==> src/rtl/pmu_pkg.sv <==
// Types, constants and helper functions for the particle motion update block.
// No dependencies.
package pmu_pkg;

   localparam int FORCE_COUNT = 3;
   localparam int QUOT_BITS   = 16;
   localparam int DIV_STEPS   = 2;                       // quotient bits per stage
   localparam int DIV_STAGES  = QUOT_BITS / DIV_STEPS;
   localparam int MOTION_DLY  = DIV_STAGES - 2;          // aligns motion with quotient
   localparam int PIPE_DEPTH  = DIV_STAGES + 3;

   localparam logic [1:0] CSR_TIME_STEP    = 2'd0;
   localparam logic [1:0] CSR_DRAG_FACTOR  = 2'd1;
   localparam logic [1:0] CSR_GRAVITY_STEP = 2'd2;
   localparam logic [1:0] CSR_FLOOR_HEIGHT = 2'd3;

   localparam logic [31:0] RST_TIME_STEP    = 32'd1092;
   localparam logic [16:0] RST_DRAG_FACTOR  = 17'd65536;
   localparam logic [30:0] RST_GRAVITY_STEP = 31'd1638;
   localparam logic [31:0] RST_FLOOR_HEIGHT = 32'hFFFA_999A;   // -5.4

   localparam logic [16:0] RATIO_ONE  = 17'd65536;
   localparam logic [16:0] BAND_HIGH  = 17'd49152;
   localparam logic [16:0] BAND_LOW   = 17'd16384;

   typedef enum logic [1:0] {
      RATIO_ZERO,
      RATIO_FULL,
      RATIO_DIV
   } ratio_mode_type;

   typedef struct packed {
      logic signed [31:0] pos_x;
      logic signed [31:0] pos_y;
      logic signed [31:0] pos_z;
      logic signed [31:0] vel_x;
      logic signed [31:0] vel_y;
      logic signed [31:0] vel_z;
      logic        [31:0] life_left;
      logic        [31:0] life_full;
      logic        [2:0]  force_enables;
   } req_type;

   typedef struct packed {
      logic signed [31:0] new_pos_x;
      logic signed [31:0] new_pos_y;
      logic signed [31:0] new_pos_z;
      logic signed [31:0] new_vel_x;
      logic signed [31:0] new_vel_y;
      logic signed [31:0] new_vel_z;
      logic        [31:0] new_life_left;
      logic               alive;
      logic        [7:0]  red;
      logic        [7:0]  green;
      logic        [7:0]  blue;
   } rsp_type;

   typedef struct packed {
      rsp_type        rsp;
      ratio_mode_type mode;
   } mid_type;

   function automatic logic signed [31:0] sat32(input logic signed [33:0] v);
      if (v > 34'sh0_7FFF_FFFF)
         return 32'sh7FFF_FFFF;
      else if (v < -34'sh0_8000_0000)
         return 32'sh8000_0000;
      else
         return v[31:0];
   endfunction

   // round half up, then saturate
   function automatic logic signed [31:0] drag_round(input logic signed [49:0] p);
      logic signed [49:0] r;
      r = p + 50'sd32768;
      return sat32(r[49:16]);
   endfunction

   // one restoring division step: {quotient bit, new remainder}
   function automatic logic [32:0] div_step(input logic [31:0] rem,
                                            input logic [31:0] dv);
      logic [32:0] sh;
      logic [32:0] df;
      sh = {rem, 1'b0};
      df = sh - {1'b0, dv};
      if (sh >= {1'b0, dv})
         return {1'b1, df[31:0]};
      else
         return {1'b0, sh[31:0]};
   endfunction

   // Q1.16 channel to 8 bits, rounded
   function automatic logic [7:0] to8(input logic [16:0] c);
      logic [24:0] m;
      m = {c, 8'd0} - {8'd0, c} + 25'd32768;
      return m[23:16];
   endfunction

endpackage

==> src/rtl/pmu_div.sv <==
// Pipelined restoring divider for the lifetime ratio, two quotient bits per stage.
// Depends on pmu_pkg.
module pmu_div (
   input  logic        clock,
   input  logic        enable,
   input  logic [31:0] dividend,
   input  logic [31:0] divisor,
   output logic [pmu_pkg::QUOT_BITS-1:0] quotient
);

   logic [31:0]                   rem_ff [pmu_pkg::DIV_STAGES];
   logic [31:0]                   dv_ff  [pmu_pkg::DIV_STAGES];
   logic [pmu_pkg::QUOT_BITS-1:0] q_ff   [pmu_pkg::DIV_STAGES];

   for (genvar k = 0; k < pmu_pkg::DIV_STAGES; k++) begin : g_stage
      logic [31:0]                   rem_src;
      logic [31:0]                   dv_src;
      logic [pmu_pkg::QUOT_BITS-1:0] q_src;
      logic [32:0]                   st [pmu_pkg::DIV_STEPS+1];
      logic [pmu_pkg::QUOT_BITS-1:0] q_in;

      if (k == 0) begin : g_first
         assign rem_src = dividend;
         assign dv_src  = divisor;
         assign q_src   = '0;
      end else begin : g_rest
         assign rem_src = rem_ff[k-1];
         assign dv_src  = dv_ff[k-1];
         assign q_src   = q_ff[k-1];
      end

      always_comb begin
         st[0] = {1'b0, rem_src};
         q_in  = q_src;
         for (int s = 0; s < pmu_pkg::DIV_STEPS; s++) begin
            st[s+1] = pmu_pkg::div_step(st[s][31:0], dv_src);
            q_in    = {q_in[pmu_pkg::QUOT_BITS-2:0], st[s+1][32]};
         end
      end

      always_ff @(posedge clock) begin
         if (enable) begin
            rem_ff[k] <= st[pmu_pkg::DIV_STEPS][31:0];
            dv_ff[k]  <= dv_src;
            q_ff[k]   <= q_in;
         end
      end
   end

   assign quotient = q_ff[pmu_pkg::DIV_STAGES-1];

endmodule

==> config.mk <==
export PLATFORM = sky130hd
export DESIGN_NAME = pmu_div
export DESIGN_NICKNAME = d
export VERILOG_FILES = /design/src/rtl/pmu_pkg.sv /design/src/rtl/pmu_div.sv
export SDC_FILE = /design/constraint.sdc
export NUM_CORES = 2
export LEC_CHECK = 0
export BUFFER_PORTS_ARGS = -buffer_cell sky130_fd_sc_hd__buf_2
export CORE_MARGIN = 10
export CORE_UTILIZATION = 30
export CTS_BUF_LIST = sky130_fd_sc_hd__clkbuf_2
export DETAILED_ROUTE_END_ITERATION = 10
export PLACE_DENSITY_LB_ADDON = 0.2
export REMOVE_ABC_BUFFERS = 1
export SLEW_MARGIN = 0
export SYNTH_ARGS = -nofsm -noshare
export SYNTH_HDL_FRONTEND = slang
export SYNTH_SLANG_ARGS = --single-unit
==> constraint.sdc <==
create_clock -name clock -period 10.3 [get_ports clock]
set_clock_uncertainty 0.15 [all_clocks]
set_input_delay 1.03 -clock clock [delete_from_list [all_inputs] [get_ports clock]]
set_output_delay 1.03 -clock clock [all_outputs]
set_load 0.03 [all_outputs]
# Word level (Yosys, flattened, before mapping)
# Memory sizes are Yosys's and may differ from the RTL's.
# Cells that the tools add are included.
[totals] mem_bits_ro=0 out_inout_bits=16 mem_bits_rw=640 mem_count=3 regBits=0 word_cells=53 latch_bits=0 in_bits=66
[op_classes] multipliers=0 n_addsub=16 div=0 n_shift=0 n_reduce_logical=0 n_lt_le_gt_ge=16 n_bitwise=0 eq_ne=0 mux=18
[mem_list] memory="dv_ff" depth=8 word_bits=32 rd=7 rd_ports_with_merged_regs=0 write_ports=8 line_no="pmu_div.sv:12" source="logic [31:0] dv_ff [pmu_pkg::DIV_STAGES];"
[mem_list] memory="rem_ff" depth=8 word_bits=32 rd=7 rd_ports_with_merged_regs=0 write_ports=8 line_no="pmu_div.sv:11" source="logic [31:0] rem_ff [pmu_pkg::DIV_STAGES];"
[mem_list] memory="q_ff" depth=8 word_bits=16 rd=8 rd_ports_with_merged_regs=0 write_ports=8 line_no="pmu_div.sv:13" source="logic [pmu_pkg::QUOT_BITS-1:0] q_ff [pmu_pkg::DIV_STAGES];"
[ops] cell="$ge A33 B32 Y1" n=16
[ops] cell="$mux W33" n=16
[ops] cell="$sub A32 B32 Y32" n=16
[ops] cell="$mux W1" n=2

# Longest topological paths before layout
# An unclocked memory read counts as a cell.
[logic_depth] word_depth=5 mapped_depth=29 mapped_depth_nobuf=25

# Worst setup path before layout
# Ideal clock, no wire load.
[synth_path] kind="in2reg" startpoint="input port divisor[2]" endpoint="memory rem_ff[0][28] (data pin)" setup_slack_ps=3901 required_time_ps=9890 n_path_buf=1 cell_stages=22 setup_time_ps=260 arrival_time_ps=5989 cell_sequence="inv_1 > ha_1 > o21ai_0 > a21oi_1 > o311ai_0 > a21boi_1 > o21a_1 > o31a_1 > o31ai_2 > buf_2 > mux2_2 > ha_1 > and2_1 > a221oi_1 > o2bb2ai_1 > o32ai_1 > o41ai_1 > o211ai_1 > o21a_1 > nor2_1 > xnor2_1 > mux2_2"
[synth_rtl] element="start, declared" line_no="pmu_div.sv:7" source="input logic [31:0] divisor,"
[synth_rtl] element="end, declared" line_no="pmu_div.sv:11"

==> flow_summary.ini <==
[detailed_routing]
vias_per_cell = 5.02
wl_per_cell_microns = 17.6
drc = 0
first_iter_violations = 1978
drtPass1Iterations = 5
drtAntennaViolNets = 0
wirelength_mm = 128
vias = 36500

[critical_path]
crit_type = flip-flop to flip-flop
r2r-start = dv_ff[3][24]$_DFFE_PP_
crit_start = dv_ff[3][24]$_DFFE_PP_
critPathArrivalTime_ns = 9.01
endpoint_kind = flip-flop
start_kind = flip-flop
critPathRequiredTime_ns = 11.34
crit_fanout = 29

[synth]
synthFlopType = edfxtp_1
syn_inst = 4887
synth_seq_cells = 520
yosysSeqAreaShare_pct = 33.9
synth_edf_count = 520
mappedNetlistArea_sq_um = 46100
async_reset_ff_share_pct = 0
yosysUniqueCellTypes = 99
syn_area_per_cell_sq_um = 9.42
yosys_warnings = 0

[timing]
fmax_ghz = 0.125
slew_headroom_pct = 21.6
finalHoldViolations = 0
period_share_pct = 77.4
slew_violations = 0
rsz0062_at_grt = no
fin_crit_ns = 7.97
setup_tns_ns = 0
setup_viol = 0
tightestPinTransition_ns = 1.16

[global_routing]
grt_pass1_wl_mm = 202
grt_max_degree = 95
gr-usage-all-layers_pct = 14.8
grt_pass1_vias = 37500
grt_overflow = 0
antenna_found_initial = 2

[run_status]
outcome = finished, final reports clean

[layout]
nNetsFinal = 5709
final_common_cell = a21oi_1
drive_gt1_share_pct = 12.9
area_growth_pct = 10.8
final_cell_mix = a21oi_1 (526), edfxtp_1 (520), ha_1 (504)

[cts]
clk_path_buf_depth = 3
cts_buffers = 151
cts_num_sinks = 520
cts_tree = yes
cts-root-buf = clkbuf_2
clk_latency_ns = 1.52
cts.clk_slew.worst_paths_ns = 0.13
htree_levels = 4

[placement]
hpwl_mm = 103
gp_congestion = 0.907
port_buffers = 81

[floorplan]
fp.dieW_microns = 412
io_pins = 82
die_h_microns = 412
dieArea_sq_um = 170000
core_area_sq_um = 152000
start_util_pct = 30.2
rows = 143

[worst_hold_path]
hold_path_class = flip-flop to flip-flop
worstHoldStart = q_ff[1][7]$_DFFE_PP_

[job]
cap_viol_max_count = 0
==> cell families (layout without fill, tap and decap cells) <==
group | count (synthesis) | count (layout) | share of synthesized area (%)
other cells | 0 | 7 | 0
compound gates | 1507 | 1507 | 20.9
xor+xnor | 404 | 404 | 7.68
simple gates | 1168 | 1168 | 12.2
fa+ha+maj | 512 | 512 | 14.0
flops | 520 | 520 | 33.9
mux | 276 | 276 | 6.80
buf+inv | 500 | 852 | 4.49
==> area by class of cell <==
class	count	area (sq um)
diodes	7	17.5
clock buffers	212	1060
clock inverters	49	282
fillers	15800	101000
inverters	378	1420
multi-input cells	3867	28500
flip-flops and latches	520	15600
well taps	2030	2540
repair buffers	213	1650
==> critical path, cell delays in order (launching register included) <==
cell and delay [ns]:
edfxtp_1 0.42, inv_1 0.08, ha_1 0.37, and3_1 0.26, nand4_1 0.42, nor3_1 0.49
nand4_1 0.34, o211ai_1 0.22, a41o_2 0.62, buf_4 0.38, a21oi_1 0.14, ha_1 0.39
nand3_1 0.14, nor3_1 0.65, nand2_1 0.26, a31oi_1 0.49, nor3_1 0.22, o31ai_1 0.33
nand2_1 0.08, buf_4 0.22, and2_1 0.33, buf_4 0.27, mux2_1 0.34
==> Yosys cell counts, drive strengths merged (18+ instances only) <==
cell type    n  area [sq um]
a21oi      526          2630
edfxtp     520         15600
ha         504          6310
inv        377          1420
nor2       348          1310
o21ai      295          1480
xnor2      287          2510
nand2      276          1040
mux2       258          2950
a21o       236          1770
nand3      117           586
xor2       117          1020
nand2b      71           444
clkbuf      70           265
nand4       69           432
o21a        67           503
nor3        60           300
o21bai      59           443
buf         52           383
nor2b       52           325
a31oi       46           315
and3        42           268
a211oi      38           300
and2        37           231
o211ai      33           258
o31ai       24           195
or2         19           119
mux2i       18           180
==> repair_timing <==
action / 4_1_cts / 5_1_grt
buffers inserted: 0 / 0
hold buffers: 97 / 0
hold endpoints to repair: 153 / 0
gates resized for setup: 0 / 0
==> state kept, by name (all words and copies together), names as in the netlist <==
name / cells
dv_ff: 224
rem_ff: 224
q_ff: 72
==> per-stage QoR <==
| stage | util [%] | hold slack, ns | cell area (sq um) | instances | setup slack (ns) |
|---|---|---|---|---|---|
| after floorplan | - | 0.250 | 45400 | 4765 | 1.46 |
| after global placement | 32.0 | 0.252 | 48700 | 6911 | 1.98 |
| after detailed placement | 32.0 | 0.255 | 48700 | 6911 | 1.95 |
| after CTS | 33.5 | 0.0998 | 51000 | 7269 | 2.29 |
| after global routing | 33.5 | 0.175 | 51000 | 7276 | 1.90 |
| final | 33.5 | 0.200 | 51000 | 7276 | 2.33 |
==> metal layers <==
metal,GRT usage [%],wire [microns],vias to the layer above
met4,8.42,7130,0
met1,16.5,53800,17000
met2,26.8,63700,577
li1,-,-,18700
met5,0,0,-
met3,2.06,3200,269
==> path summary, 6_finish.rpt <==
kind / to / slack (ns) / cells after the start
max: rem_ff[4][22]$_DFFE_PP_ / 2.33 / 22
min: q_ff[1][25]$_DFFE_PP_ / 0.20 / 0
max reg2reg: rem_ff[4][22]$_DFFE_PP_ / 2.33 / 22
min reg2reg: q_ff[1][25]$_DFFE_PP_ / 0.20 / 0
Power is left out: the tool's default activity adds up to more than one toggle a clock period on the data nets, which glitch-free logic cannot reach.
